$ cat src/rtl/genetic_population_engine_macros.svh
// Assertion macros for the genetic population engine.
// Included by modules that carry concurrent checks; no other dependencies.
`ifndef GENETIC_POPULATION_ENGINE_MACROS_SVH
`define GENETIC_POPULATION_ENGINE_MACROS_SVH
`ifndef SYNTHESIS
`define GPE_ASSERT(lbl, clk, rstn, prop, msg) \
  lbl: assert property (@(posedge clk) disable iff (!rstn) prop) else $error(msg);
`define GPE_ASSERT_ALWAYS(lbl, clk, prop, msg) \
  lbl: assert property (@(posedge clk) prop) else $error(msg);
`else
`define GPE_ASSERT(lbl, clk, rstn, prop, msg)
`define GPE_ASSERT_ALWAYS(lbl, clk, prop, msg)
`endif
`endif

$ cat src/rtl/gpe_pkg.sv
// Shared constants and types for the genetic population engine.
// No dependencies.
package gpe_pkg;
  localparam int PopSize   = 16;
  localparam int GeneCount = 16;
  localparam int MaxGene   = 255;
  localparam int RowW  = $clog2(PopSize);
  localparam int GeneW = (GeneCount > 1) ? $clog2(GeneCount) : 1;
  localparam int GAddrW = RowW + GeneW;
  localparam int GDepth = PopSize * (1 << GeneW);

  typedef enum logic [2:0] {
    ACT_LOAD  = 3'd0,
    ACT_SETF  = 3'd1,
    ACT_SORT  = 3'd2,
    ACT_CROSS = 3'd3,
    ACT_MUT   = 3'd4,
    ACT_ELIM  = 3'd5,
    ACT_READ  = 3'd6,
    ACT_NONE  = 3'd7
  } action_t;

  typedef logic [RowW-1:0]  row_t;
  typedef logic [GeneW-1:0] gidx_t;
endpackage

$ cat src/rtl/gpe_ram.sv
// Generic single-port-write, single-read RAM with registered read.
// No dependencies.
module gpe_ram #(
  parameter int Width = 8,
  parameter int Depth = 16
) (
  input  logic                     clk,
  input  logic                     we,
  input  logic [$clog2(Depth)-1:0] waddr,
  input  logic [Width-1:0]         wdata,
  input  logic [$clog2(Depth)-1:0] raddr,
  output logic [Width-1:0]         rdata
);
  logic [Width-1:0] mem [Depth];
  always_ff @(posedge clk) begin
    if (we) mem[waddr] <= wdata;
    rdata <= mem[raddr];
  end
endmodule

$ cat src/rtl/genetic_population_engine.sv
// Top level of the genetic population engine: sequencer plus gene and fitness RAMs.
// Depends on gpe_pkg, gpe_ram and genetic_population_engine_macros.svh.
//
// channel  ports                                   handshake
// in       in_action .. in_value_draw              start & !busy
// out      out_gene_out, out_fitness_out,
//          out_partner_used                        done (one cycle, no stall)
//
// Load, set fitness, a mutate that changes nothing and the unused code go
// straight to S_DONE; read passes S_READ, mutate S_MUT; eliminate walks the
// genes; crossover reduces the draw (quotient, then remainder), then walks them.
// Sort: each row pair is compared and swapped when the lower row is less fit;
// passes repeat until one makes no swap. Gene moves go through the single
// gene RAM port. No clearing pass after reset. Results cannot be stalled.
module genetic_population_engine (
  input  logic        clk,
  input  logic        rst_n,
  input  logic        start,
  output logic        busy,
  input  logic [2:0]  in_action,
  input  logic [3:0]  in_individual,
  input  logic [3:0]  in_gene_index,
  input  logic [7:0]  in_gene_in,
  input  logic signed [31:0] in_fitness_in,
  input  logic [15:0] in_partner_draw,
  input  logic [15:0] in_swap_mask,
  input  logic        in_mutate_flag,
  input  logic [15:0] in_position_draw,
  input  logic [15:0] in_value_draw,
  output logic        done,
  output logic [7:0]  out_gene_out,
  output logic signed [31:0] out_fitness_out,
  output logic [3:0]  out_partner_used
);
  import gpe_pkg::*;
  `include "genetic_population_engine_macros.svh"

  typedef enum logic [3:0] {
    S_IDLE, S_READ, S_READ2, S_MUT, S_ELIM, S_CROSS, S_SORT_RD, S_SORT_CMP,
    S_SWAP_FIT, S_SWAP_G, S_DONE
  } state_t;

  state_t state_r;
  logic [3:0]  row_r, gidx_r;
  logic [31:0] fin_r;
  logic [15:0] mask_r, pdraw_r;
  logic [15:0] posd_r, vald_r;
  row_t        partner_r;
  logic [GeneW:0] cnt_r;   // gene step counter, bit0 selects sub-step
  logic [1:0]  sub_r;
  row_t        srow_r;     // lower row of the compared pair
  logic        swapped_r;
  logic [7:0]  hold_r;
  logic [31:0] fa_r;
  logic [7:0]  gout_r;
  logic [31:0] fout_r;
  logic [3:0]  pout_r;
  logic        done_r;

  logic             g_we;
  logic [GAddrW-1:0] g_wa, g_ra;
  logic [7:0]       g_wd, g_rd;
  logic             f_we;
  row_t             f_wa, f_ra;
  logic [31:0]      f_wd, f_rd;

  gpe_ram #(.Width(8), .Depth(GDepth)) u_gene (
    .clk(clk), .we(g_we), .waddr(g_wa), .wdata(g_wd), .raddr(g_ra), .rdata(g_rd));
  gpe_ram #(.Width(32), .Depth(PopSize)) u_fit (
    .clk(clk), .we(f_we), .waddr(f_wa), .wdata(f_wd), .raddr(f_ra), .rdata(f_rd));

  function automatic logic [GAddrW-1:0] gaddr(input row_t r, input gidx_t g);
    return {r, g};
  endfunction

  localparam row_t LastRow = row_t'(PopSize - 1);
  localparam row_t PrevRow = row_t'(PopSize - 2);
  localparam gidx_t LastGene = gidx_t'(GeneCount - 1);
  localparam int PMod    = PopSize - 3;
  localparam int RecipSh = 24;
  // ceil(2^24 / PMod): floor division is exact for every 16-bit draw
  localparam logic [24:0] PRecip = 25'(((1 << RecipSh) + PMod - 1) / PMod);

  // partner = draw mod (PopSize-3) + 1 by reciprocal multiplication:
  // quotient registered first, then the remainder, before the gene walk.
  logic [15:0] quo_r;
  logic [1:0]  rcnt_r;
  logic [40:0] pprod;
  assign pprod = pdraw_r * PRecip;

  gidx_t gcur;
  assign gcur = cnt_r[GeneW:1];

  logic in_row_ok, in_gene_ok;
  assign in_row_ok  = ({1'b0, in_individual} < 5'(PopSize));
  assign in_gene_ok = ({1'b0, in_gene_index} < 5'(GeneCount));

  always_comb begin
    g_we = 1'b0; g_wa = '0; g_wd = '0; g_ra = '0;
    f_we = 1'b0; f_wa = '0; f_wd = '0; f_ra = '0;
    case (state_r)
      S_IDLE: begin
        g_ra = gaddr(row_t'(in_individual), gidx_t'(in_gene_index));
        f_ra = row_t'(in_individual);
        if (start) begin
          if (in_action == ACT_LOAD && in_row_ok && in_gene_ok) begin
            g_we = 1'b1;
            g_wa = gaddr(row_t'(in_individual), gidx_t'(in_gene_index));
            g_wd = in_gene_in;
          end
          if (in_action == ACT_SETF && in_row_ok) begin
            f_we = 1'b1; f_wa = row_t'(in_individual); f_wd = in_fitness_in;
          end
        end
      end
      S_MUT: begin
        g_we = 1'b1;
        g_wa = gaddr(row_t'(row_r), gidx_t'(posd_r % 16'(GeneCount)));
        g_wd = 8'(vald_r % 16'(MaxGene + 1));
      end
      S_ELIM: begin
        g_we = 1'b1;
        g_wa = gaddr(cnt_r[0] ? PrevRow : LastRow, gcur);
        f_we = (cnt_r == '0);
        f_wa = LastRow;
        if (sub_r == 2'd1) begin
          f_we = 1'b1; f_wa = PrevRow;
        end
      end
      S_CROSS: begin
        // sub 0: read row0[g]; sub 1: read partner[g]; sub 2: write LastRow;
        // sub 3: write PrevRow
        case (sub_r)
          2'd0: g_ra = gaddr('0, gcur);
          2'd1: g_ra = gaddr(partner_r, gcur);
          2'd2: begin
            g_we = 1'b1; g_wa = gaddr(LastRow, gcur);
            g_wd = mask_r[gcur] ? g_rd : fa_r[7:0];
          end
          default: begin
            g_we = 1'b1; g_wa = gaddr(PrevRow, gcur);
            g_wd = mask_r[gcur] ? fa_r[7:0] : hold_r;
          end
        endcase
      end
      S_SORT_RD: begin
        f_ra = sub_r[0] ? row_t'(srow_r + 1'b1) : srow_r;
      end
      S_SWAP_FIT: begin
        f_we = 1'b1;
        f_wa = sub_r[0] ? row_t'(srow_r + 1'b1) : srow_r;
        f_wd = sub_r[0] ? fa_r : fin_r;
      end
      S_SWAP_G: begin
        case (sub_r)
          2'd0: g_ra = gaddr(srow_r, gcur);
          2'd1: g_ra = gaddr(row_t'(srow_r + 1'b1), gcur);
          2'd2: begin
            g_we = 1'b1; g_wa = gaddr(srow_r, gcur); g_wd = g_rd;
          end
          default: begin
            g_we = 1'b1; g_wa = gaddr(row_t'(srow_r + 1'b1), gcur); g_wd = hold_r;
          end
        endcase
      end
      default: ;
    endcase
  end

  logic signed [31:0] fa_s, fb_s;
  assign fa_s = fa_r;
  assign fb_s = f_rd;

  always_ff @(posedge clk) begin
    if (!rst_n) begin
      state_r <= S_IDLE;
      done_r  <= 1'b0;
      busy    <= 1'b0;
    end else begin
      done_r <= 1'b0;
      case (state_r)
        S_IDLE: begin
          if (start) begin
            row_r <= in_individual; gidx_r <= in_gene_index;
            fin_r <= in_fitness_in;
            mask_r <= in_swap_mask; pdraw_r <= in_partner_draw;
            posd_r <= in_position_draw;
            vald_r <= in_value_draw;
            cnt_r <= '0; sub_r <= '0; srow_r <= '0; swapped_r <= 1'b0;
            gout_r <= '0; fout_r <= '0; pout_r <= '0;
            rcnt_r <= '0;
            busy <= 1'b1;
            case (in_action)
              ACT_READ:  state_r <= S_READ;
              ACT_MUT:   state_r <= (in_individual != 4'd0 && in_row_ok && in_mutate_flag)
                                    ? S_MUT : S_DONE;
              ACT_ELIM:  state_r <= S_ELIM;
              ACT_CROSS: state_r <= S_CROSS;
              ACT_SORT:  state_r <= S_SORT_RD;
              default:   state_r <= S_DONE;
            endcase
          end
        end
        S_READ: begin
          if ({1'b0, row_r} < 5'(PopSize)) begin
            fout_r <= f_rd;
            gout_r <= ({1'b0, gidx_r} < 5'(GeneCount)) ? g_rd : 8'd0;
          end
          state_r <= S_DONE;
        end
        S_MUT: state_r <= S_DONE;
        S_ELIM: begin
          sub_r <= 2'd0;
          if (cnt_r == '0) sub_r <= 2'd1;
          if (cnt_r[0] && gcur == LastGene) state_r <= S_DONE;
          else cnt_r <= cnt_r + 1'b1;
        end
        S_CROSS: begin
          if (rcnt_r != 2'd2) begin
            rcnt_r <= rcnt_r + 1'b1;
            if (rcnt_r == 2'd0) quo_r <= pprod[RecipSh+15:RecipSh];
            else partner_r <= row_t'(pdraw_r - 16'(quo_r * PMod)) + 1'b1;
          end else begin
            sub_r <= sub_r + 1'b1;
            if (sub_r == 2'd1) fa_r <= {24'd0, g_rd};      // row 0 gene
            if (sub_r == 2'd2) hold_r <= g_rd;             // partner gene
            if (sub_r == 2'd3) begin
              if (gcur == LastGene) begin
                pout_r <= 4'(partner_r);
                state_r <= S_DONE;
              end
              cnt_r <= cnt_r + 2'd2;
            end
          end
          if (rcnt_r != 2'd2) sub_r <= '0;
        end
        S_SORT_RD: begin
          sub_r <= sub_r + 1'b1;
          if (sub_r == 2'd1) fa_r <= f_rd;
          if (sub_r == 2'd1) state_r <= S_SORT_CMP;
        end
        S_SORT_CMP: begin
          sub_r <= '0;
          if (fa_s < fb_s) begin
            fin_r <= f_rd; swapped_r <= 1'b1; state_r <= S_SWAP_FIT;
          end else if (srow_r == PrevRow) begin
            srow_r <= '0; swapped_r <= 1'b0;
            state_r <= swapped_r ? S_SORT_RD : S_DONE;
          end else begin
            srow_r <= srow_r + 1'b1; state_r <= S_SORT_RD;
          end
        end
        S_SWAP_FIT: begin
          sub_r <= sub_r + 1'b1;
          if (sub_r[0]) begin
            sub_r <= '0; cnt_r <= '0; state_r <= S_SWAP_G;
          end
        end
        S_SWAP_G: begin
          sub_r <= sub_r + 1'b1;
          if (sub_r == 2'd1) hold_r <= g_rd;
          if (sub_r == 2'd3) begin
            cnt_r <= cnt_r + 2'd2;
            if (gcur == LastGene) begin
              sub_r <= '0;
              if (srow_r == PrevRow) begin
                srow_r <= '0; swapped_r <= 1'b0; state_r <= S_SORT_RD;
              end else begin
                srow_r <= srow_r + 1'b1; state_r <= S_SORT_RD;
              end
            end
          end
        end
        S_DONE: begin
          done_r <= 1'b1; busy <= 1'b0; state_r <= S_IDLE;
        end
        default: state_r <= S_IDLE;
      endcase
    end
  end

  assign done = done_r;
  assign out_gene_out = gout_r;
  assign out_fitness_out = fout_r;
  assign out_partner_used = pout_r;

  `GPE_ASSERT(a_done_idle, clk, rst_n, done |-> !busy, "result while busy")
  `GPE_ASSERT(a_done_pulse, clk, rst_n, done |=> !done, "result strobe held")
  `GPE_ASSERT(a_start_busy, clk, rst_n, (start && !busy) |=> busy, "accept without busy")
  `GPE_ASSERT(a_partner_rng, clk, rst_n, done |-> (out_partner_used != LastRow),
              "partner out of range")
endmodule
$ cat config.mk
export PLATFORM = sky130hd
export DESIGN_NAME = genetic_population_engine
export DESIGN_NICKNAME = d
export VERILOG_FILES = /design/src/rtl/gpe_pkg.sv /design/src/rtl/gpe_ram.sv /design/src/rtl/genetic_population_engine.sv
export VERILOG_INCLUDE_DIRS = /design/src /design/src/rtl
export SDC_FILE = /design/constraint.sdc
export NUM_CORES = 2
export LEC_CHECK = 0
export BUFFER_PORTS_ARGS = -buffer_cell sky130_fd_sc_hd__buf_4
export CAP_MARGIN = 10
export CORE_UTILIZATION = 45
export CTS_CLUSTER_DIAMETER = 30
export DETAILED_ROUTE_END_ITERATION = 16
export PLACE_DENSITY_LB_ADDON = 0.3
export REMOVE_ABC_BUFFERS = 1
export SYNTH_ARGS = -nofsm -noshare
export SYNTH_HDL_FRONTEND = slang
export SYNTH_SLANG_ARGS = --single-unit
export TNS_END_PERCENT = 100
$ cat constraint.sdc
create_clock -name clk -period 13.94 [get_ports clk]
set_input_delay 2.788 -clock clk [delete_from_list [all_inputs] [get_ports clk]]
set_output_delay 2.788 -clock clk [all_outputs]
set_load 0.1 [all_outputs]
* Word-level counts from Yosys, hierarchy flattened
Memory sizes are Yosys's and may differ from the RTL's. A register that Yosys moved wholly into a read port is not among the register bits.
Index checks and enable logic that the tools add are counted.
** Storage, ports and cells
- Flip-flop bits (word level) :: 201
- RAM bits :: 2560
- Bits of input ports :: 119
- Output and inout bits :: 46
- Logic and storage cells :: 212
- Memories kept :: 2
** Operators by class
- $add $sub $neg :: 7
- $mul :: 2
- $lt $le $gt $ge :: 2
- Eq/ne operators :: 37
- Multiplexer cells :: 104
- Bitwise operators :: 1
- Reductions and logical operators :: 36
** Memories
- u_gene.mem :: words 256, width 8, rd ports 1, clocked after memory_dff 1, wr ports 1, RTL line gpe_ram.sv:14 : logic [Width-1:0] mem [Depth];
- u_fit.mem :: words 16, width 32, rd ports 1, clocked after memory_dff 1, wr ports 1, RTL line gpe_ram.sv:14
** Operators with widths (count)
- $mux W32 :: 9
- $pmux W32 S2 :: 4
- $pmux W8 S2 :: 8
- $mux W4 :: 24
- $mux W8 :: 10
- $pmux W8 S5 :: 1
- $mul A16 B19 Y35 const B :: 1
- $ne A2 B2 Y1 const B :: 17
- $lt A32 B32 Y1 :: 1
- $pmux W4 S8 :: 1
- $pmux W8 S4 :: 1
- $mux W5 :: 5
- $pmux W5 S5 :: 1
- $pmux W4 S3 :: 2
- $pmux W8 S3 :: 1
- $mux W1 :: 21
- $eq A4 B4 Y1 const B :: 5
- $pmux W4 S5 :: 1
- $reduce_and A6 Y1 :: 3
- $eq A4 B3 Y1 const B :: 4
- $pmux W4 S2 :: 2
- $reduce_and A4 Y1 :: 4
- $reduce_and A5 Y1 :: 3
- $pmux W2 S7 :: 1
- 34 further kinds :: 59

* Depth between registers and ports, before layout
- Word-level depth :: 6
- Gate-level depth with buffers :: 20
- Mapped depth without buffers :: 20

* By module
A second synthesis with hierarchy kept.
** Second synthesis, totals
- Cells, all modules :: 5977
- Area, all modules :: 114035.6 µm²
** By module, submodules not included
- gpe_ram (u_gene) :: instances 1, cells each 3733, area each 79556.3 µm²
- gpe_ram (u_fit) :: instances 1, cells each 838, area each 19835.3 µm²
- genetic_population_engine :: instances 1, cells each 1406, area each 14644.0 µm²

* Least setup slack after synthesis
Ideal clock, no wire load.
- Kind :: register to register
- From :: reg cnt_r[1]
- To :: mem u_gene.mem[0][4], data pin
- Arrival :: 12.233 ns
- Required time :: 11.753 ns
- Slack :: -0.480 ns
- Cell stages (with the launch flop) :: 9
- Period minus slack after synthesis :: 14.420 ns
- Path through :: edfxtp_1 -> buf_2 -> mux4_2 -> mux4_2 -> clkbuf_1 -> buf_2 -> mux2i_1 -> o22a_1 -> o21ai_0
** On the way
- Word-level cells in the longest chain between the ends :: 5
** Ends and longest elaborated chain
- start, declared :: RTL line genetic_population_engine.sv:49 : logic [GeneW:0] cnt_r;
- start signal, assigned :: RTL line genetic_population_engine.sv:216 : else cnt_r <= cnt_r + 1'b1;
- start signal, assigned :: RTL line genetic_population_engine.sv:232 : cnt_r <= cnt_r + 2'd2;
- start signal, assigned :: RTL line genetic_population_engine.sv:263 : cnt_r <= cnt_r + 2'd2;
- $bmux W1 S4 (*) :: RTL line genetic_population_engine.sv:138, genetic_population_engine.sv:142
- $mux W1 (not written as such) (*) :: RTL line genetic_population_engine.sv:138, genetic_population_engine.sv:142
- $mux W8 (on tied branches) :: RTL line genetic_population_engine.sv:142, genetic_population_engine.sv:138
- $pmux W8 S2 (*) :: RTL line genetic_population_engine.sv:133 : case (sub_r)
- $pmux W8 S4 (*) :: RTL line genetic_population_engine.sv:101 : case (state_r)
- named net g_wd[4] :: RTL line genetic_population_engine.sv:62 : logic [7:0] g_wd, g_rd;
- end, declared :: RTL line gpe_ram.sv:14
Mark *: on every way through the listed nets, which the timed path passes. The rest lies on a longest branch. The select of a mux whose other input is x is not followed.

* Worst setup path after layout
- From :: reg pdraw_r[1]
- To :: reg quo_r[3], data pin
** On the way
- Word-level cells in the longest chain between the ends :: 1
** Ends and longest elaborated chain
- start, declared :: RTL line genetic_population_engine.sv:46 : logic [15:0] mask_r, pdraw_r;
- start signal, assigned :: RTL line genetic_population_engine.sv:186 : mask_r <= in_swap_mask; pdraw_r <= in_partner_draw;
- $mul A16 B19 Y35 :: RTL line genetic_population_engine.sv:89 : assign pprod = pdraw_r * PRecip;
- named net pprod[27] :: RTL line genetic_population_engine.sv:88 : logic [40:0] pprod;
- end signal, assigned :: RTL line genetic_population_engine.sv:221 : if (rcnt_r == 2'd0) quo_r <= pprod[RecipSh+15:RecipSh];
- end, declared :: RTL line genetic_population_engine.sv:86 : logic [15:0] quo_r;
The timed path passes the listed nets, and every way through them passes these cells.
A chain may end at the register's enable or synchronous reset.

==> reports/qor.txt <==
=================================================================================================================
Run status                                                                                           finished, final reports clean
Final-layout worst hold slack                                                                           0.5070 ns
Mux share of post-synthesis cell area                                                                     0.6204%
Switching Power                                                                                          12.19 mW
Arithmetic-cell share of the synthesized area counting full adders, half adders and majority gates         3.077%
Maximum capacitance violations                                                                                  0
FMAX                                                                                                    149.9 MHz
Clk pin slew, worst setup/hold paths                                                                      0.05 ns
WP buf/inv                                                                                                      4
Final worst setup slack                                                                                  7.270 ns
Post-route DRC violation count                                                                                  0
Post-synthesis share of cell area spent on and, or, nand and nor gates                                     17.25%
Post-place instance area                                                                               0.1215 mm²
Die area                                                                                               0.2615 mm²
Top library cells by usage in the layout, fill and taps aside                                        edfxtp_1 (2,746), nand2_1 (2,473), nand3_1 (1,564)
Combinational family with the most area after synthesis                                              simple AND/OR/NAND/NOR gates
Crit share post-route                                                                                      47.85%
Number of iterations in the first detailed-routing pass                                                         6
Largest cells by area after synthesis                                                                edfxtp_1 (71%), nand2_1 (8.0%), nand3_1 (6.7%)
Critical path data required time                                                                         14.64 ns
Slowest cell delay on critical path                                                                       0.60 ns
Largest net degree at the start of global routing                                                             199
Final Routed Wirelength                                                                                  319.0 mm
DRC marker count from the first detailed-route iteration                                                    9,194
Post-DR wirelength/cell                                                                                  23.91 µm
Via count                                                                                                  76,717
Sort of element at the end of the critical path                                                              flop
Share of Yosys cell area claimed by the top area cell type                                                 70.62%
Final number of hold-violating endpoints                                                                        0
Cell Rows                                                                                                     186
Total of buffers placed on input and output ports                                                             144
Master of the slowest instance on the critical path                                                      edfxtp_1
Switching share of power                                                                                   36.52%
Arrival time of data at the critical path endpoint                                                        7.37 ns
Internal power                                                                                           21.19 mW
Cell variety after synth                                                                                       74
Number of nets in the final layout                                                                          9,892
Cell Count, Final, Fillers Out                                                                             13,340
Antenna violations before repair                                                                               13
CTS tree                                                                                                      yes
Vias in the first global route                                                                             74,183
Most common cell type on the critical path                                                                   fa_1
Final-report setup violation count                                                                              0
Width of the die                                                                                         511.4 µm
CTS Root Cell                                                                                           clkbuf_16
Post-layout min period                                                                                   6.670 ns
Insertion delay to the later sink of the worst-skew pair                                                  1.03 ns
Mapped Cells                                                                                                9,324
Overall die height                                                                                       511.4 µm
Synthesized area divided by synthesized cell count                                                      12.52 µm²
Final design instance area without fill                                                                0.1385 mm²
Worst setup timing slack at the placement stage                                                          6.613 ns
Largest area contributor in the synthesized netlist                                                      edfxtp_1
Path type of the worst setup path                                                                    flop to flop
Number of buffers on the longest clock path                                                                     4
Initial standard-cell utilization of the core                                                              45.37%
Number of hold-repair buffers added at the cts stage                                                            0
Async set or reset register ratio after synthesis                                                              0%
Xor and xnor fraction of the mapped netlist area                                                          0.2389%
Number of synthesized flops with an enable pin                                                              2,746
CP cell instances                                                                                    inv_1, fa_1, fa_1, inv_1, fa_1, fa_1, inv_1, fa_1, fa_1, inv_1, ha_1, a21o_1, a211o_1, or4_1, a221oi_1, o31ai_1, nor4_1, nor3_1, xnor2_1
Via density per instance                                                                                    5.751
Top-level I/O count                                                                                           165
Synthesized flop and latch total                                                                            2,792
Wire length of the first global-routing pass                                                             472.7 mm
Post-CTS Setup Bufs                                                                                             0
Yosys warnings                                                                                                  0
Sink Count                                                                                                  2,792
Commonest non-fill, non-tap cell in the layout                                                           edfxtp_1
Worst Hold Class                                                                                     flop to flop
Worst VDD drop                                                                                          0.2936 mV
Std-Cell Core Area                                                                                     0.2574 mm²
RSZ-0062 raised after global routing                                                                        false
Layout overhead on the synthesized area                                                                    18.60%
Count of cells resized by post-cts repair                                                                       0
Top delay family on crit path                                                                         adder cells
Remaining antenna violation count after routing                                                                 0
Transition time at the pin with the least slew margin                                                    1.285 ns
Overall power                                                                                            33.38 mW
Final clock skew                                                                                        0.1502 ns
Reported leakage power                                                                                   48.63 nW
Total overflow reported by the global router                                                                    0
Number of placed instances, taps included                                                                  12,421
Share of total power in sequential cells                                                                    30.0%
Number of buffers added by the clock tree synthesis step                                                      494
Max transition margin                                                                                      14.01%
Number of pins with negative max-slew slack in the final report                                                 0
Maximum level of the CTS H-tree                                                                                 5
Biggest fanout along the worst timing path                                                                      6
Routability congestion estimate                                                                            0.8763
Combinational group share of total power                                                                    33.9%
Kind of start point of the critical path                                                                     flop
Dominant synthesized flop cell                                                                           edfxtp_1
Cell area after synthesis                                                                              0.1168 mm²
Overall routing resource usage                                                                             23.90%
Sequential-to-total area share from yosys stat                                                             71.41%
Clk network pwr share                                                                                       36.2%
Fraction of the mapped netlist area in compound gates                                                      4.666%
Placed wire-length estimate after detailed placement                                                     175.7 mm
Cell Pwr Density                                                                                     241.0 mW/mm²
Fraction of layout cells with a size suffix above 1                                                        12.24%
=================================================================================================================
==> worst register-to-register path, stage by stage, from the launching register on <==
cell and delay, ns:
edfxtp_1 0.60, inv_1 0.23, fa_1 0.57, fa_1 0.56, inv_1 0.06, fa_1 0.54, fa_1 0.44, inv_1 0.08
fa_1 0.43, fa_1 0.49, inv_1 0.04, ha_1 0.29, a21o_1 0.17, a211o_1 0.30, or4_1 0.47, a221oi_1 0.39
o31ai_1 0.22, nor4_1 0.21, nor3_1 0.11, xnor2_1 0.17
==> sequential cells by signal (all words and copies together) (netlist names), 16 cells and up <==
register	flops
fa_r	32
fin_r	32
mask_r	16
out_fitness_out	32
pdraw_r	16
u_fit.mem	512
u_fit.rdata	32
u_gene.mem	2048
==> cells by family (layout without fill, tap and decap cells) <==
family	Yosys count	in the layout
AO/OA/AOI/OAI	758	758
XOR/XNOR	31	31
adder cells (fa/ha/maj)	238	238
buffers and inverters	782	1409
flip-flops	2792	2792
multiplexers	65	65
other	0	5
AND/OR/NAND/NOR	4658	4658
==> layout make-up <==
| type | count | area (µm²) |
|---|---|---|
| clock inverter | 348 | 4158 |
| inverter | 172 | 645.6 |
| multi-input combinational | 5750 | 30590 |
| tap | 3384 | 4234 |
| antenna | 5 | 12.51 |
| fill | 20865 | 118900 |
| timing repair buffer | 325 | 2658 |
| clock buffer | 564 | 12820 |
| sequential | 2792 | 83380 |
==> cell usage after synthesis, drive strengths merged, types with 4 or more instances <==
library cell,n
ha,156
nand4,17
a21oi,99
o22ai,8
mux4,5
o21a,4
nand2,2476
o2111ai,4
o21ai,110
or2,6
dfxtp,46
a31oi,68
a311oi,64
o41ai,33
o211ai,4
and3,25
a222oi,9
inv,170
o22a,8
a22oi,4
nor4,5
mux2i,51
nand3,1571
a41oi,128
edfxtp,2746
a211oi,165
nor2,361
and2,130
nor2b,10
buf,256
xor2,8
mux2,9
a21o,22
clkbuf,354
nand2b,8
fa,82
xnor2,23
nor3,42
==> metal layers <==
layer  wire [µm]  global-route usage [%]  vias up  part of all wire (%)
met4       13720                   10.28       12                   4.3
met5          75                       0        -                 0.024
li1            -                       -    34469                     -
met1      129300                   32.66    37868                    41
met2      147300                   37.30     3648                    46
met3       28570                   4.626      720                   9.0
==> power by group through the flow <==
| stage | combinational [mW] | clock (mW) | sequential (mW) |
|---|---|---|---|
| after floorplan | 9.48 | 0 | 10.5 |
| after global placement | 11.0 | 0 | 10.1 |
| after detailed placement | 11.2 | 0 | 10.2 |
| after CTS | 11.3 | 12.2 | 10.0 |
| after global routing | 12.4 | 12.5 | 10.0 |
| final | 11.3 | 12.1 | 10.0 |
==> final timing paths <==
check             startpoint        to  slack [ns]  cells after the start
setup / recovery  pdraw_r[1]  quo_r[3]        7.27                     19
hold / removal          busy      busy        0.51                      1
setup reg to reg  pdraw_r[1]  quo_r[3]        7.27                     19
hold reg to reg         busy      busy        0.51                      1
==> metrics by stage <==
stage	util [%]	setup TNS, ns
6_report	53.81	0
5_1_grt	53.80	0
4_1_cts	53.79	0
3_5_place_dp	47.19	0
3_3_place_gp	47.19	0
2_1_floorplan	-	-1452.56
(Power assumes the default switching activity.)
